**config.mk**
```make
export PLATFORM = sky130hd
export DESIGN_NAME = raster_op_word_unit_top_flat
export DESIGN_NICKNAME = d
export VERILOG_FILES = /design/src/rtl/rowu_pkg.sv /design/src/rtl/rowu_if.sv /design/src/rtl/rowu_rop_core.sv /design/src/rtl/raster_op_word_unit_top.sv /design/src/flat_wrapper.sv
export SDC_FILE = /design/constraint.sdc
export NUM_CORES = 1
export LEC_CHECK = 0
export BUFFER_PORTS_ARGS = -buffer_cell sky130_fd_sc_hd__buf_2
export CAP_MARGIN = 20
export CORE_MARGIN = 2
export CORE_UTILIZATION = 45
export DETAILED_ROUTE_END_ITERATION = 10
export PLACE_DENSITY = 0.62
export SYNTH_ARGS = -nofsm -noshare
export SYNTH_HDL_FRONTEND = slang
export SYNTH_SLANG_ARGS = --single-unit
```
**constraint.sdc**
```tcl
create_clock -name clock -period 6.6 [get_ports clock]
set_input_delay 1.32 -clock clock [delete_from_list [all_inputs] [get_ports clock]]
set_output_delay 1.32 -clock clock [all_outputs]
set_load 0.01 [all_outputs]
```
**src/rtl/rowu_pkg.sv**
```systemverilog
`timescale 1ns / 1ps
// ----------------------------------------------------------------------------
// Raster-op word unit package
// Shared widths, register indexes and the configuration struct.
// ----------------------------------------------------------------------------
package rowu_pkg;

   localparam int WORD_BITS  = 16;
   localparam int FUNC_BITS  = 8;
   localparam int SHIFT_BITS = 5;
   localparam int IDX_BITS   = 3;
   localparam int CSR_BITS   = 16;

   typedef enum logic [IDX_BITS-1:0] {
      REG_ROP_FUNCTION   = 3'd0,
      REG_SHIFT_AMOUNT   = 3'd1,
      REG_LOAD_DIRECTION = 3'd2,
      REG_PATTERN        = 3'd3,
      REG_RIGHT_MASK     = 3'd4,
      REG_LEFT_MASK      = 3'd5,
      REG_ROW_WIDTH      = 3'd6
   } reg_index_type;

   typedef struct packed {
      logic [FUNC_BITS-1:0]  rop_function;
      logic [SHIFT_BITS-1:0] shift_amount;
      logic                  load_direction;
      logic [WORD_BITS-1:0]  pattern;
      logic [WORD_BITS-1:0]  right_mask;
      logic [WORD_BITS-1:0]  left_mask;
      logic [WORD_BITS-1:0]  row_width;
   } cfg_type;

endpackage

```
**src/rtl/rowu_if.sv**
```systemverilog
`timescale 1ns / 1ps
// ----------------------------------------------------------------------------
// Raster-op word unit channel interfaces
// Valid/ready channels for requests, results and register writes.
// ----------------------------------------------------------------------------
interface rowu_req_if
   import rowu_pkg::*;
();
   logic                 valid;
   logic                 ready;
   logic [WORD_BITS-1:0] cpu_word;
   logic [WORD_BITS-1:0] frame_word;

   modport source (output valid, output cpu_word, output frame_word, input ready);
   modport sink   (input valid, input cpu_word, input frame_word, output ready);
endinterface

interface rowu_rsp_if
   import rowu_pkg::*;
();
   logic                 valid;
   logic                 ready;
   logic [WORD_BITS-1:0] result_word;
   logic                 row_end;
   logic [WORD_BITS-1:0] counter_value;

   modport source (output valid, output result_word, output row_end,
                   output counter_value, input ready);
   modport sink   (input valid, input result_word, input row_end,
                   input counter_value, output ready);
endinterface

interface rowu_csr_if
   import rowu_pkg::*;
();
   logic                valid;
   logic                ready;
   logic [IDX_BITS-1:0] index;
   logic [CSR_BITS-1:0] data;

   modport source (output valid, output index, output data, input ready);
   modport sink   (input valid, input index, input data, output ready);
endinterface

```
**src/rtl/rowu_rop_core.sv**
```systemverilog
`timescale 1ns / 1ps
// ----------------------------------------------------------------------------
// Raster-op word datapath
// Funnel shift of the source pair, per-bit function table and edge masking.
// ----------------------------------------------------------------------------
module rowu_rop_core
   import rowu_pkg::*;
(
   input  cfg_type              cfg,
   input  logic [WORD_BITS-1:0] source_low,
   input  logic [WORD_BITS-1:0] source_high,
   input  logic [WORD_BITS-1:0] frame_word,
   input  logic                 first_word,
   input  logic                 last_word,
   output logic [WORD_BITS-1:0] result_word
);

   logic [SHIFT_BITS-1:0]  shift_sat;
   logic [2*WORD_BITS-1:0] pair_shifted;
   logic [WORD_BITS-1:0]   aligned_src;
   logic [WORD_BITS-1:0]   func_out;
   logic [WORD_BITS-1:0]   keep;

   // Shifts beyond one word saturate, which selects the high slot.
   assign shift_sat = (cfg.shift_amount > SHIFT_BITS'(WORD_BITS)) ?
                      SHIFT_BITS'(WORD_BITS) : cfg.shift_amount;
   assign pair_shifted = {source_high, source_low} >> shift_sat;
   assign aligned_src  = pair_shifted[WORD_BITS-1:0];

   always_comb begin
      for (int i = 0; i < WORD_BITS; i++) begin
         func_out[i] = cfg.rop_function[{cfg.pattern[i], aligned_src[i], frame_word[i]}];
      end
   end

   assign keep = (first_word ? cfg.left_mask : '0) | (last_word ? cfg.right_mask : '0);
   assign result_word = (func_out & ~keep) | (frame_word & keep);

endmodule

```
**src/rtl/raster_op_word_unit_top.sv**
```systemverilog
`timescale 1ns / 1ps
// ----------------------------------------------------------------------------
// Raster-op word unit
// Per-word raster operation with source alignment, edge masks and row count.
// ----------------------------------------------------------------------------
// Usage:
//   req_chan carries one word-write request: the processor word and the
//   frame-buffer word from the hidden read. rsp_chan returns the word to
//   write back, a row-end flag and the word counter after the request.
//   csr_chan writes the seven control registers by index; writing the row
//   width also loads the word counter. Unknown indexes are ignored.
// The result is registered and appears in the cycle after the request is
//   accepted. One request per cycle is sustained while the receiver takes
//   each result; the output register is the only stage, and the source pair
//   and counter update as each request is accepted.
// When the receiver stalls, the result holds and req_chan.ready stays high
//   only if the held result is taken in the same cycle.
// Reset clears the control registers, the source pair, the counter and the
//   output valid flag; the output word, row-end flag and count are not reset.
// ----------------------------------------------------------------------------
module raster_op_word_unit_top
   import rowu_pkg::*;
(
   input logic        clock,
   input logic        reset,
   rowu_req_if.sink   req_chan,
   rowu_rsp_if.source rsp_chan,
   rowu_csr_if.sink   csr_chan
);

   cfg_type              cfg_ff, cfg_in;
   logic [WORD_BITS-1:0] src_low_ff, src_low_in;
   logic [WORD_BITS-1:0] src_high_ff, src_high_in;
   logic [WORD_BITS-1:0] counter_ff, counter_in;
   logic                 out_valid_ff, out_valid_in;
   logic [WORD_BITS-1:0] out_word_ff, out_word_in;
   logic                 out_end_ff, out_end_in;
   logic [WORD_BITS-1:0] out_count_ff, out_count_in;

   logic                 req_fire;
   logic                 csr_fire;
   logic                 first_word;
   logic                 last_word;
   logic [WORD_BITS-1:0] rop_word;

   assign req_chan.ready = !out_valid_ff || rsp_chan.ready;
   assign req_fire       = req_chan.valid && req_chan.ready;
   assign csr_chan.ready = 1'b1;
   assign csr_fire       = csr_chan.valid;

   // The new word pushes into the pair from the side the direction selects.
   always_comb begin
      if (cfg_ff.load_direction) begin
         src_high_in = req_fire ? src_low_ff : src_high_ff;
         src_low_in  = req_fire ? req_chan.cpu_word : src_low_ff;
      end else begin
         src_low_in  = req_fire ? src_high_ff : src_low_ff;
         src_high_in = req_fire ? req_chan.cpu_word : src_high_ff;
      end
   end

   assign first_word = (counter_ff == cfg_ff.row_width);
   assign last_word  = (counter_ff == '0);

   rowu_rop_core u_core (
      .cfg         (cfg_ff),
      .source_low  (req_fire ? src_low_in : src_low_ff),
      .source_high (req_fire ? src_high_in : src_high_ff),
      .frame_word  (req_chan.frame_word),
      .first_word  (first_word),
      .last_word   (last_word),
      .result_word (rop_word)
   );

   always_comb begin
      cfg_in     = cfg_ff;
      counter_in = counter_ff;
      if (req_fire) begin
         counter_in = last_word ? cfg_ff.row_width : counter_ff - WORD_BITS'(1);
      end
      if (csr_fire) begin
         case (reg_index_type'(csr_chan.index))
            REG_ROP_FUNCTION:   cfg_in.rop_function   = csr_chan.data[FUNC_BITS-1:0];
            REG_SHIFT_AMOUNT:   cfg_in.shift_amount   = csr_chan.data[SHIFT_BITS-1:0];
            REG_LOAD_DIRECTION: cfg_in.load_direction = csr_chan.data[0];
            REG_PATTERN:        cfg_in.pattern        = csr_chan.data[WORD_BITS-1:0];
            REG_RIGHT_MASK:     cfg_in.right_mask     = csr_chan.data[WORD_BITS-1:0];
            REG_LEFT_MASK:      cfg_in.left_mask      = csr_chan.data[WORD_BITS-1:0];
            REG_ROW_WIDTH: begin
               cfg_in.row_width = csr_chan.data[WORD_BITS-1:0];
               counter_in       = csr_chan.data[WORD_BITS-1:0];
            end
            default: ;
         endcase
      end
   end

   always_comb begin
      out_valid_in = out_valid_ff && !rsp_chan.ready;
      out_word_in  = out_word_ff;
      out_end_in   = out_end_ff;
      out_count_in = out_count_ff;
      if (req_fire) begin
         out_valid_in = 1'b1;
         out_word_in  = rop_word;
         out_end_in   = last_word;
         out_count_in = last_word ? cfg_ff.row_width : counter_ff - WORD_BITS'(1);
      end
   end

   always_ff @(posedge clock) begin
      if (reset) begin
         cfg_ff       <= '0;
         src_low_ff   <= '0;
         src_high_ff  <= '0;
         counter_ff   <= '0;
         out_valid_ff <= 1'b0;
      end else begin
         cfg_ff       <= cfg_in;
         src_low_ff   <= src_low_in;
         src_high_ff  <= src_high_in;
         counter_ff   <= counter_in;
         out_valid_ff <= out_valid_in;
      end
   end

   always_ff @(posedge clock) begin
      out_word_ff  <= out_word_in;
      out_end_ff   <= out_end_in;
      out_count_ff <= out_count_in;
   end

   assign rsp_chan.valid         = out_valid_ff;
   assign rsp_chan.result_word   = out_word_ff;
   assign rsp_chan.row_end       = out_end_ff;
   assign rsp_chan.counter_value = out_count_ff;

endmodule
```
**src/flat_wrapper.sv**
```systemverilog
// flat-port wrapper written by rule: the top's interface ports become plain ports
module raster_op_word_unit_top_flat import rowu_pkg::*;
  (clock, reset, req_chan_valid, req_chan_cpu_word, req_chan_frame_word, req_chan_ready, rsp_chan_valid, rsp_chan_result_word, rsp_chan_row_end, rsp_chan_counter_value, rsp_chan_ready, csr_chan_valid, csr_chan_index, csr_chan_data, csr_chan_ready);
  rowu_req_if req_chan_i ();
  rowu_rsp_if rsp_chan_i ();
  rowu_csr_if csr_chan_i ();
  input logic clock;
  input logic reset;
  input wire logic [$bits(req_chan_i.valid)-1:0] req_chan_valid;
  input wire logic [$bits(req_chan_i.cpu_word)-1:0] req_chan_cpu_word;
  input wire logic [$bits(req_chan_i.frame_word)-1:0] req_chan_frame_word;
  output wire logic [$bits(req_chan_i.ready)-1:0] req_chan_ready;
  output wire logic [$bits(rsp_chan_i.valid)-1:0] rsp_chan_valid;
  output wire logic [$bits(rsp_chan_i.result_word)-1:0] rsp_chan_result_word;
  output wire logic [$bits(rsp_chan_i.row_end)-1:0] rsp_chan_row_end;
  output wire logic [$bits(rsp_chan_i.counter_value)-1:0] rsp_chan_counter_value;
  input wire logic [$bits(rsp_chan_i.ready)-1:0] rsp_chan_ready;
  input wire logic [$bits(csr_chan_i.valid)-1:0] csr_chan_valid;
  input wire logic [$bits(csr_chan_i.index)-1:0] csr_chan_index;
  input wire logic [$bits(csr_chan_i.data)-1:0] csr_chan_data;
  output wire logic [$bits(csr_chan_i.ready)-1:0] csr_chan_ready;
  assign req_chan_i.valid = req_chan_valid;
  assign req_chan_i.cpu_word = req_chan_cpu_word;
  assign req_chan_i.frame_word = req_chan_frame_word;
  assign req_chan_ready = req_chan_i.ready;
  assign rsp_chan_valid = rsp_chan_i.valid;
  assign rsp_chan_result_word = rsp_chan_i.result_word;
  assign rsp_chan_row_end = rsp_chan_i.row_end;
  assign rsp_chan_counter_value = rsp_chan_i.counter_value;
  assign rsp_chan_i.ready = rsp_chan_ready;
  assign csr_chan_i.valid = csr_chan_valid;
  assign csr_chan_i.index = csr_chan_index;
  assign csr_chan_i.data = csr_chan_data;
  assign csr_chan_ready = csr_chan_i.ready;
  raster_op_word_unit_top u_core (.clock(clock), .reset(reset), .req_chan(req_chan_i), .rsp_chan(rsp_chan_i), .csr_chan(csr_chan_i));
endmodule
```
---- Word level (Yosys, flattened, before mapping) ----
Cells that the tools add are included.
cells by class
  add/sub/neg operators ................... 1
  order comparisons ....................... 17
  equality and inequality tests ........... 7
  shifts and indexed selects .............. 1
  muxes and demuxes ....................... 48
  bitwise operators ....................... 5
  reductions and logical operators ........ 14
operator list
  kind                     count
  $mux W16                 14
  $lt A3 B4 Y1 const B     16
  $bmux W1 S3              16
  $and A16 B16 Y16         2
  $or A16 B16 Y16          2
  $shr A32 B5 Y16          1
  $mux W1                  17
  $eq A16 B16 Y1           1
  $logic_not A16 Y1        1
  $not A16 Y16             1
  $sub A16 B1 Y16 const B  1
  $reduce_and A2 Y1        7
  $eq A3 B3 Y1 const B     3
  $eq A3 B2 Y1 const B     2
  $gt A5 B5 Y1 const B     1
  $mux W5                  1
  $eq A3 B1 Y1 const B     1
  $logic_not A3 Y1         1
  $logic_and A1 B1 Y1      2
  $logic_not A1 Y1         2
  $logic_or A1 B1 Y1       1
storage, ports and cells
  flip-flop bits (word level) ............. 160
  input bits .............................. 56
  output and inout port bits .............. 36
  word-level logic and storage cells ...... 107

---- Depth between registers and ports, before layout ----
  depth after elaboration ................. 11
  gate-level depth with buffers ........... 13
  depth with buffers taken out ............ 10

---- Modules after synthesis ----
A second synthesis with hierarchy kept.
second synthesis, totals
  cells, all modules ...................... 1131
  area total of the unflattened synthesis .. 9940.8 µm²
by module, submodules not included
  module                   times used  cells an instance  area each (µm²)  seq. area each (µm²)
  raster_op_word_unit_top  1           781                6869.1           3533.4
  rowu_rop_core            1           350                3071.7           0.0

---- Worst setup path after synthesis ----
OpenSTA, ideal clock, no wires.
  path kind ............................... input to register
  start point ............................. input port rsp_chan_ready
  end point ............................... register u_core.out_count_ff[0] (netlist: u_core.rsp_chan.counter_value[0]) (enable)
  library setup time ...................... 0.410 ns
  data arrival time ....................... 3.785 ns
  required time ........................... 6.190 ns
  slack ................................... 2.405 ns
  stages .................................. 8
  buffers on the path ..................... 5
  cells stage by stage .................... nand2b_4 -> nand2_4 -> clkinv_4 -> buf_2 -> buf_2 -> buf_2 -> clkbuf_1 -> clkbuf_1
between the ends
  word-level cells in the longest chain between the ends .. 2
RTL lines
  what                  RTL line                        source
  start, declared       flat_wrapper.sv:17              input wire logic [$bits(rsp_chan_i.ready)-1:0] rsp_chan_ready;
  $logic_or A1 B1 Y1    raster_op_word_unit_top.sv:46   assign req_chan.ready = !out_valid_ff || rsp_chan.ready;
  $logic_and A1 B1 Y1   raster_op_word_unit_top.sv:47   assign req_fire = req_chan.valid && req_chan.ready;
  end signal, assigned  raster_op_word_unit_top.sv:130  out_count_ff <= out_count_in;
  end, declared         raster_op_word_unit_top.sv:38   logic [WORD_BITS-1:0] out_count_ff, out_count_in;
No other way between the ends.
A chain may end at the register's enable or synchronous reset.

---- Worst setup path in the final report ----
  start point ............................. input port rsp_chan_ready
  end point ............................... register u_core.out_word_ff[13] (netlist: u_core.rsp_chan.result_word[13]) (data pin)
between the ends
  word-level cells in the longest chain between the ends .. 10
  elaborated cells on any way between the ends .. 15
  classes of those cells .................. shift: 1; mux: 10; bitwise: 2; reduce/logical: 2
RTL lines
  what                             RTL line                                                      source
  $logic_or A1 B1 Y1 *             raster_op_word_unit_top.sv:46
  $logic_and A1 B1 Y1 *            raster_op_word_unit_top.sv:47
  $mux W16 (on tied branches)      n/a
  $mux W16                         raster_op_word_unit_top.sv:53                                 if (cfg_ff.load_direction) begin
  $mux W16 (on tied branches)      raster_op_word_unit_top.sv:67, raster_op_word_unit_top.sv:68
  $shr A32 B5 Y16 *                rowu_rop_core.sv:27                                           assign pair_shifted = {source_high, source_low} >> shift_sat;
  $bmux W1 S3 *                    rowu_rop_core.sv:32                                           func_out[i] = cfg.rop_function[{cfg.pattern[i], aligned_src[i], frame_word[i]}];
  $mux W1 (not written as such) *  rowu_rop_core.sv:32
  $and A16 B16 Y16 *               rowu_rop_core.sv:37                                           assign result_word = (func_out & ~keep) | (frame_word & keep);
  $or A16 B16 Y16 *                rowu_rop_core.sv:37
  named net u_core.rop_word[13]    raster_op_word_unit_top.sv:44                                 logic [WORD_BITS-1:0] rop_word;
  end signal, assigned             raster_op_word_unit_top.sv:128                                out_word_ff <= out_word_in;
  end, declared                    raster_op_word_unit_top.sv:36                                 logic [WORD_BITS-1:0] out_word_ff, out_word_in;
Mark *: on every way through the listed nets, which the timed path passes. The rest lies on a longest branch. The select of a mux whose other input is x is not followed.

==> out/results.txt <==
Multi-input gate area: 0.00595 mm²
Syn nets: 1,113
Commonest non-fill, non-tap cells in the layout: nand2_1, dfxtp_1, nor2_1
Post-CTS Resized: 0
Worst setup margin: 1.99 ns
Remaining Overflow, GRT: 0
Largest net degree at the start of global routing: 86
Post-route clock period utilization: 69.8%
Initial core utilization: 45.7%
WL final: 29,900 µm
Hold_ws: 0.454 ns
Routed len/inst: 21.5 µm
Standard-cell rows: 54
Die ar.: 0.0234 mm²
DRC: 0
Postcts setup bufs: 0
Antenna violation net count after detailed routing: 0
Max VDD drop: 0.000289 V
TritonCTS clock tree: built
Area of the core: 0.0218 mm²
Max FO, Critical Path: 58
Status: finished clean
I/O pin cnt: 92
Drt first pass iters: 5
Final hold vios: 0
GPL Wtd Cong: 0.913
Cell Pwr Density: 310 mW/mm²
Max Fclk: 0.217 GHz
Dpl hpwl: 20,700 µm
Number of flops mapped to enable cells by yosys: 33
H-tree depth: 4
Post-layout min period: 4.61 ns
Sequential share of the synthesized area: 35.4%
First-pass GRT wire length: 45,900 µm
CTS Buffer Depth: 2
Fill cell count: 2,047
Ys flop type: dfxtp_1
Crit Path Class: input pin to flip-flop
#FFs+latches synth: 160
Number of global-route vias before repair: 7,808
Distinct cells, synth: 67
Hold Path Class: flip-flop to flip-flop
Area delta synth->final: 10.7%
Setup WS pre-CTS: 1.61 ns
Initial antenna violation count: 0
Clock-pin transition on the worst setup and hold timing paths: 0.06 ns
Via count: 8,316
Relative slew slack: 28.0%
Slew Limit Fails: 0
WP data arrival: 4.77 ns
Mapped Area: 0.00998 mm²
# port buffers: 90
Syn avg cell area: 9.46 µm²
Nets: 1,152
Max_cap viols: 0
Ys async rst share: 0%
Worst-Skew Late Latency: 0.44 ns
Chip height: 153 µm
RSZ-0062 raised after global routing: false
CTS Hold Bufs: 0
Required @ worst endpoint: 6.76 ns
Initial DRC Count: 774
Syn. warnings: 0
CTS root buffer: clkbuf_16
Placed Area: 0.0104 mm²
FF/Latch Area: 0.00353 mm²
Final core utilization: 50.6%
Most common cell after layout, fill and taps aside: nand2_1
Num CTS Buffers: 17
Diode count: 0
Sum of negative setup slack: 0 ns
TritonCTS Sinks: 160
GRT Total Usage: 25.3%
Die extent in x: 153 µm
CP Launch Type: input pin
Final setup violation count: 0
Final instance area: 0.0111 mm²
Lkg Pwr: 4.16 nW
Vias/cell: 6.00
Setup crit end kind: flip-flop
Post-Synthesis Cells: 1,055
Share of layout cells above drive strength 1: 22.2%
Actual slew at the worst max-slew pin: 1.08 ns
Skew final: 0.0103 ns
-- cells by family (layout without fill, tap and decap cells) --
kind of cell	Yosys count	in the layout	synth area share (%)
adders and majority gates	2	2	0.251
muxes	190	190	28.1
buffers and inverters	99	151	5.09
AOI/OAI and AO/OA	203	203	12.7
xor gates and xnor gates	27	27	2.37
DFF	160	160	35.4
other	1	1	0.0376
and+or+nand+nor	373	373	16.0
-- power by group --
part	switching [mW]	leakage (nW)	internal (mW)	total, mW
Clock	0.442	0.288	0.534	0.977
Combinational	0.667	2.51	0.480	1.15
Sequential	0.127	1.36	1.18	1.31
Total	1.24	4.16	2.19	3.43
-- area by class of cell --
type,count,share of cell area (%)
multi-input combinational,796,53.9
sequential,160,32.0
timing repair buffer,103,5.20
clock buffer,21,4.36
tap,280,3.17
clock inverter,11,0.827
inverter,16,0.589
-- Yosys cell counts, types with 11 or more instances --
cell type | n | share of area [%]
buf_2 | 15 | 0.75
dfxtp_1 | 127 | 25
nor2_1 | 113 | 4.2
mux4_2 | 54 | 12
mux2i_1 | 95 | 9.5
clkbuf_1 | 52 | 2.0
xnor2_1 | 23 | 2.0
inv_1 | 15 | 0.56
a211oi_1 | 17 | 1.3
edfxtp_1 | 33 | 9.9
mux2_2 | 26 | 2.9
a22oi_1 | 16 | 1.2
nand2_1 | 193 | 7.3
a21oi_1 | 111 | 5.6
mux4_1 | 11 | 2.9
nor3_1 | 14 | 0.70
-- flip-flops by register name (all words and copies together), names as in the netlist --
signal and count:
u_core.cfg_ff 78, u_core.counter_ff 16, u_core.rsp_chan.counter_value 16, u_core.rsp_chan.result_word 16, u_core.rsp_chan.row_end 1, u_core.rsp_chan.valid 1, u_core.src_high_ff 16, u_core.src_low_ff 16
-- critical path: stages --
cell      delay, ns
buf_2          0.09
nand2b_4       0.20
nand2_4        0.38
clkinv_4       0.55
o21ai_0        0.55
mux4_1         0.39
nand3b_1       0.13
a31oi_2        0.28
mux4_1         0.58
mux2i_1        0.15
a21oi_1        0.08
-- layer usage --
metal  global-route usage, %  share of wire [%]  vias up
met2                    39.9                 47      346
met1                    35.4                 44     4006
li1                        -                  -     3905
met5                       0                  0        -
met3                    3.88                6.7       59
met4                    9.70                3.1        0
-- final timing paths --
check / start / end / slack (ns) / cells past startpoint
worst max register to register: u_core.cfg_ff[69] / u_core.rsp_chan.result_word[10] / 2.63 / 11
worst min register to register: u_core.cfg_ff[30] / u_core.cfg_ff[30] / 0.45 / 2
worst max-delay path: rsp_chan_ready / u_core.rsp_chan.result_word[13] / 1.99 / 11
worst min-delay path: u_core.cfg_ff[30] / u_core.cfg_ff[30] / 0.45 / 2
-- metrics by stage --
step                      total power [mW]  instances
final                                 3.43       1387
after global routing                  3.62       1387
after CTS                             3.42       1385
after detailed placement              2.44       1353
after global placement                2.44       1353
after floorplan                       2.12       1055
Power figures use the tool's default switching activity.
